--- config.mk ---
export PLATFORM = sky130hd
export DESIGN_NAME = mfpq_ctrl
export DESIGN_NICKNAME = d
export VERILOG_FILES = /design/src/design/mfpq_pkg.sv /design/src/design/mfpq_ctrl.sv
export SDC_FILE = /design/constraint.sdc
export NUM_CORES = 1
export LEC_CHECK = 0
export BUFFER_PORTS_ARGS = -buffer_cell sky130_fd_sc_hd__clkbuf_2
export CAP_MARGIN = 20
export CELL_PAD_IN_SITES_DETAIL_PLACEMENT = 1
export CELL_PAD_IN_SITES_GLOBAL_PLACEMENT = 2
export CORE_MARGIN = 2
export CORE_UTILIZATION = 22
export DETAILED_ROUTE_END_ITERATION = 7
export PLACE_DENSITY = 0.86
export SLEW_MARGIN = 20
export SYNTH_ARGS = -nofsm -noshare
export SYNTH_HDL_FRONTEND = slang
export SYNTH_SLANG_ARGS = --single-unit
export TNS_END_PERCENT = 20
--- constraint.sdc ---
create_clock -name clk -period 2.4 [get_ports clk]
set_input_delay 0.12 -clock clk [delete_from_list [all_inputs] [get_ports clk]]
set_output_delay 0.12 -clock clk [all_outputs]
set_load 0.1 [all_outputs]
--- src/design/mfpq_pkg.sv ---
// Shared types and constants for the min-frequency priority queue.
// No dependencies; imported by every module of the block but mfpq_ram.
`default_nettype none

package mfpq_pkg;

  localparam int TAG_W      = 9;
  localparam int FREQ_W     = 32;
  localparam int CAP_W      = 9;
  localparam int CNT_OUT_W  = 9;
  localparam int IN_DATA_W  = 48;
  localparam int OUT_DATA_W = 56;
  localparam int CFG_DATA_W = 32;
  localparam int CFG_ADDR_W = 3;

  // in_tdata layout
  localparam int IN_TAG_LSB  = 0;
  localparam int IN_FREQ_LSB = IN_TAG_LSB + TAG_W;

  localparam logic [CAP_W-1:0] CAP_RESET = 9'd256;

  // register index is paddr[2]
  localparam logic CFG_IDX_CAPACITY = 1'b0;

  localparam logic OP_ENQUEUE = 1'b0;
  localparam logic OP_DEQUEUE = 1'b1;

  typedef struct packed {
    logic [TAG_W-1:0]  tag;
    logic [FREQ_W-1:0] freq;
  } mfpq_entry_t;

  localparam int ENTRY_W = TAG_W + FREQ_W;

  typedef enum logic [3:0] {
    S_IDLE,
    S_RD_X,
    S_RD_L,
    S_RD_R,
    S_CMP,
    S_PUT,
    S_NEXT,
    S_EXT_ROOT,
    S_EXT_LAST,
    S_EXT_WR,
    S_FIN
  } mfpq_state_t;

  typedef struct packed {
    logic accept;    // take the input request
    logic rd_x;      // read the entry at the sift start
    logic rd_l;      // capture sifting entry, read left child
    logic rd_r;      // capture left child, read right child
    logic cmp;       // pick child, move it up or settle
    logic put;       // drop sifting entry into the hole
    logic next;      // step to the previous parent
    logic ext_root;  // read root
    logic ext_last;  // capture root, read last entry
    logic ext_wr;    // last entry to root, shrink count
    logic emit;      // load the output register
  } mfpq_cmd_t;

  typedef struct packed {
    logic op;
    logic nonempty;
    logic half_zero;
    logic start_one;
    logic swap;
    logic child_inner;
    logic out_free;
  } mfpq_stat_t;

endpackage

`default_nettype wire

--- src/design/mfpq_ctrl.sv ---
// Sequencer for the priority queue: request intake, heap rebuild, extract.
// Depends on mfpq_pkg.
`default_nettype none

module mfpq_ctrl import mfpq_pkg::*; (
  input  wire logic       clk,
  input  wire logic       rst_n,
  input  wire logic       in_tvalid,
  output logic            in_tready,
  input  wire mfpq_stat_t stat,
  output mfpq_cmd_t       cmd
);

  mfpq_state_t state_r, state_nxt;

  always_ff @(posedge clk) begin
    if (!rst_n) begin
      state_r <= S_IDLE;
    end else begin
      state_r <= state_nxt;
    end
  end

  always_comb begin
    state_nxt = state_r;
    cmd       = '0;
    in_tready = 1'b0;
    unique case (state_r)
      S_IDLE: begin
        in_tready = 1'b1;
        if (in_tvalid) begin
          cmd.accept = 1'b1;
          if (stat.op == OP_DEQUEUE && stat.nonempty) begin
            state_nxt = stat.half_zero ? S_EXT_ROOT : S_RD_X;
          end else begin
            state_nxt = S_FIN;
          end
        end
      end
      S_RD_X: begin
        cmd.rd_x  = 1'b1;
        state_nxt = S_RD_L;
      end
      S_RD_L: begin
        cmd.rd_l  = 1'b1;
        state_nxt = S_RD_R;
      end
      S_RD_R: begin
        cmd.rd_r  = 1'b1;
        state_nxt = S_CMP;
      end
      S_CMP: begin
        cmd.cmp = 1'b1;
        // child read for the next level is issued in this cycle
        if (!stat.swap) begin
          state_nxt = S_NEXT;
        end else if (stat.child_inner) begin
          state_nxt = S_RD_R;
        end else begin
          state_nxt = S_PUT;
        end
      end
      S_PUT: begin
        cmd.put   = 1'b1;
        state_nxt = S_NEXT;
      end
      S_NEXT: begin
        cmd.next  = 1'b1;
        state_nxt = stat.start_one ? S_EXT_ROOT : S_RD_X;
      end
      S_EXT_ROOT: begin
        cmd.ext_root = 1'b1;
        state_nxt    = S_EXT_LAST;
      end
      S_EXT_LAST: begin
        cmd.ext_last = 1'b1;
        state_nxt    = S_EXT_WR;
      end
      S_EXT_WR: begin
        cmd.ext_wr = 1'b1;
        state_nxt  = S_FIN;
      end
      S_FIN: begin
        if (stat.out_free) begin
          cmd.emit  = 1'b1;
          state_nxt = S_IDLE;
        end
      end
      default: begin
        state_nxt = S_IDLE;
      end
    endcase
  end

endmodule

`default_nettype wire

## Word level (Yosys, flattened, before mapping)

Cells that the tools add are included.
Widths: inputs -> output; s select.

| storage, ports and cells | value |
|---|---|
| register bits after elaboration | 4 |
| output and inout port bits | 12 |

| operators by class | value |
|---|---|
| eq/ne operators | 12 |
| mux-type cells | 22 |
| reductions and logical operators | 3 |

Operator list:

| cell | number |
|---|---|
| $pmux 4 s11 | 1 |
| $eq 4x3->1 const B | 4 |
| $mux 4 | 4 |
| $mux 1 | 14 |
| $eq 4x4->1 const B | 3 |
| $mux 3 | 3 |
| $eq 4x2->1 const B | 2 |
| $eq 4x1->1 const B | 1 |
| $logic_not 4->1 | 1 |
| $ne 2x2->1 const B | 2 |
| $reduce_and 2->1 | 1 |
| $logic_and 1x1->1 | 1 |

## Logic depth before layout (Yosys ltp)

| logic depth | value |
|---|---|
| depth in word-level cells | 4 |
| gate-level depth with buffers | 5 |

## Worst setup path before layout

Ideal clock, no wire load.

| timing path | value |
|---|---|
| path kind | register to output |
| start | register state_r[2] |
| end | output port cmd[5] in the netlist's numbering |
| data arrival time | 2.721 ns |
| required time | 2.280 ns |
| setup slack | -0.441 ns |
| stages on the path, launching flop included | 4 |
| path buffers | 1 |
| cell sequence | dfxtp_1 -> buf_6 -> nand2_1 -> nor3_1 |

RTL lines:

| item | RTL line | RTL |
|---|---|---|
| start: declaration | mfpq_ctrl.sv:14 | `mfpq_state_t state_r, state_nxt;` |
| start signal: assignment | mfpq_ctrl.sv:20 | `state_r <= state_nxt;` |
| end: declaration | mfpq_ctrl.sv:11 | `output mfpq_cmd_t cmd` |

==> run_results.csv <==
group,metric,value,unit
route,drt_pre_antenna_iters,4,
cells_and_area,regMostFlops,"state_r",
sta,max_slew_margin,58.7,%
critical_path,arrival,1.77,ns
cells_and_area,drive_gt1_share,41.3,%
global_route,antenna_found_initial,0,
cells_and_area,antenna_cells,0,
clock_tree,clock_latency,0.24,ns
run_status,status,"finished clean",
route,vias,475,
yosys,ys_seq_area_share,19.8,%
cells_and_area,area.growth.synth_to_final,32.4,%
yosys,synth_nets,65,
floorplan,dieArea,2200,µm²
sta,finalSetupViolCount,0,
clock_tree,post_cts_buffers,0,
sta,hold_viol,0,
sta,period_needed,1.89,ns
clock_tree,tritoncts,"yes",
yosys,synth_area_leaders,"dfxtp_1 (20%), nor2_1 (6.5%), nand2b_1 (6.2%), nand3_1 (6.2%), nor3_1 (6.2%)",
route,routed_wl,1280,µm
cells_and_area,top_regs,"state_r (4)",
route,post_drt_wl_per_cell,12.8,µm
route,drt_iter0_drc,6,
placed_design,port_buffers,21,
yosys,yosysWarnings,0,
critical_path,worstPathRequired,2.28,ns
sta,rsz0062_at_grt,"no",
yosys,synth_top_area_cell,"dfxtp_1",
cells_and_area,layout_common_cells,"clkbuf_2 (21), nor2_1 (7), nand3_1 (5)",
clock_tree,root_buffer,"clkbuf_4",
yosys,synthAdderAreaFrac,0,%
sta,fin_crit_sh,78.8,%
yosys,synth.cell_area,405,µm²
sta,worst_pin_slew,0.619,ns
critical_path,worst_setup_path_end_kind,"output pin",
yosys,avgSynthCellArea,7.37,µm²
floorplan,core-area,1730,µm²
placed_design,dpl.hpwl,977,µm
global_route,grt_max_degree,16,
floorplan,dieHeight,46.9,µm
yosys,synth-simple-area-share,50.3,%
critical_path,startpoint_type,"register",
global_route,grt.total_usage,12.7,%
global_route,grt_pass1_wl,1960,µm
cells_and_area,finalNonFillerCells,100,
clock_tree,cts_hold_buffers,0,
job,cap_violations,0,
global_route,gr-total-overflow,0,
floorplan,num_rows,15,
critical_path,crit_fanout,14,
floorplan,die_x,46.9,µm
global_route,grt_pass1_vias,455,
yosys,synth-seq-cells,4,
critical_path,critPathKind,"reg -> out",
cells_and_area,largest_reg_flops,4,
sta,fmax,529,MHz
route,routed_via_density,4.75,
yosys,synth.distinct_cells,26,
floorplan,start_util,23.5,%
sta,drv_slew,0,
cells_and_area,nFillCells,246,
clock_tree,numCtsBuffers,3,
yosys,synth_top_family_by_area,"simple AND/OR/NAND/NOR gates",
sta,fin_skew,0.00268,ns
placed_design,placed_cells,97,
clock_tree,cts_resized,0,
yosys,synth_top_area_share,19.8,%
clock_tree,cts_sinks,4,
cells_and_area,multiInputGateArea,294,µm²
clock_tree,path_clk_slew,0.04,ns
route,post-route-drc-count,0,
cells_and_area,final_common_cell,"clkbuf_2",
clock_tree,clk_path_buf_depth,2,
yosys,synth_cells,55,
yosys,synth.area.mux_share,0,%
sta,whs,0.151,ns
worst_hold_path,hp-class,"in -> reg",
cells_and_area,register_area,80.1,µm²
cells_and_area,final_nets,87,
yosys,synth-compound-area-share,21.0,%
yosys,synth_xor_xnor_area_share,0,%
placed_design,place.gp.congestion,0.723,
route,detail-route-antenna-nets,0,
floorplan,pin_count,22,
clock_tree,cts-htree-levels,1,
[per-layer routing]
| metal | share of wire, % | GRT usage [%] | up-vias |
|---|---|---|---|
| met5 | 0 | 0 | - |
| met4 | 0 | 5.00 | 0 |
| met3 | 5.3 | 3.85 | 0 |
| met2 | 48 | 21.4 | 21 |
| met1 | 46 | 15.1 | 208 |
| li1 | - | - | 246 |
[cells in the mapped netlist]
master,count
nand2_1,4
nand3_1,5
nand2b_4,1
buf_2,2
nor2_1,7
dfxtp_1,4
buf_6,2
nand2b_2,1
and2_1,1
o21ai_1,2
nand3_2,1
a21oi_1,2
and4_1,1
nand4_1,1
nand2b_1,4
a2111oi_0,1
nor2b_1,1
nor4_4,1
nor2_2,1
o21a_1,1
inv_1,1
a31oi_1,3
o22ai_1,1
nor3_1,5
o221ai_2,1
a311oi_1,1
[cell families after synthesis]
kind of cell,count (synthesis)
buffers and inverters,5
AO/OA/AOI/OAI,12
flip-flops,4
AND/OR/NAND/NOR,34
[worst max-delay path, stage by stage, from the launching register on]
cell and delay, ns:
dfxtp_1 0.64, nand2b_1 0.21, nor2_1 0.20, clkbuf_2 0.48
[per-stage QoR]
stage	setup TNS, ns	utilization (%)	area (µm²)	worst slack [ns]
after floorplan	-1.57	-	410	-0.418
final	0	31.1	537	0.509
after CTS	0	31.1	537	0.497
after global placement	0	29.8	514	0.783
after detailed placement	0	29.8	514	0.753
after global routing	0	31.1	537	0.382
[area by class of cell]
| type | count | area share, % |
|---|---|---|
| inverter | 1 | 0.699 |
| multi-input combinational | 46 | 54.8 |
| timing repair buffer | 21 | 19.6 |
| sequential | 4 | 14.9 |
| tap | 25 | 5.83 |
| clock buffer | 3 | 4.20 |
[path summary, 6_finish.rpt]
path | to | from | slack [ns] | depth (start not counted)
worst max-delay path | cmd[7] | state_r[1] | 0.51 | 3
worst min-delay path | state_r[2] | stat[3] | 0.15 | 3
worst max register to register | state_r[1] | state_r[2] | 0.97 | 4
worst min register to register | state_r[1] | state_r[1] | 0.82 | 2
Power is not shown: default switching activity piles up to over one toggle a cycle in this logic, so the estimate is an artifact.
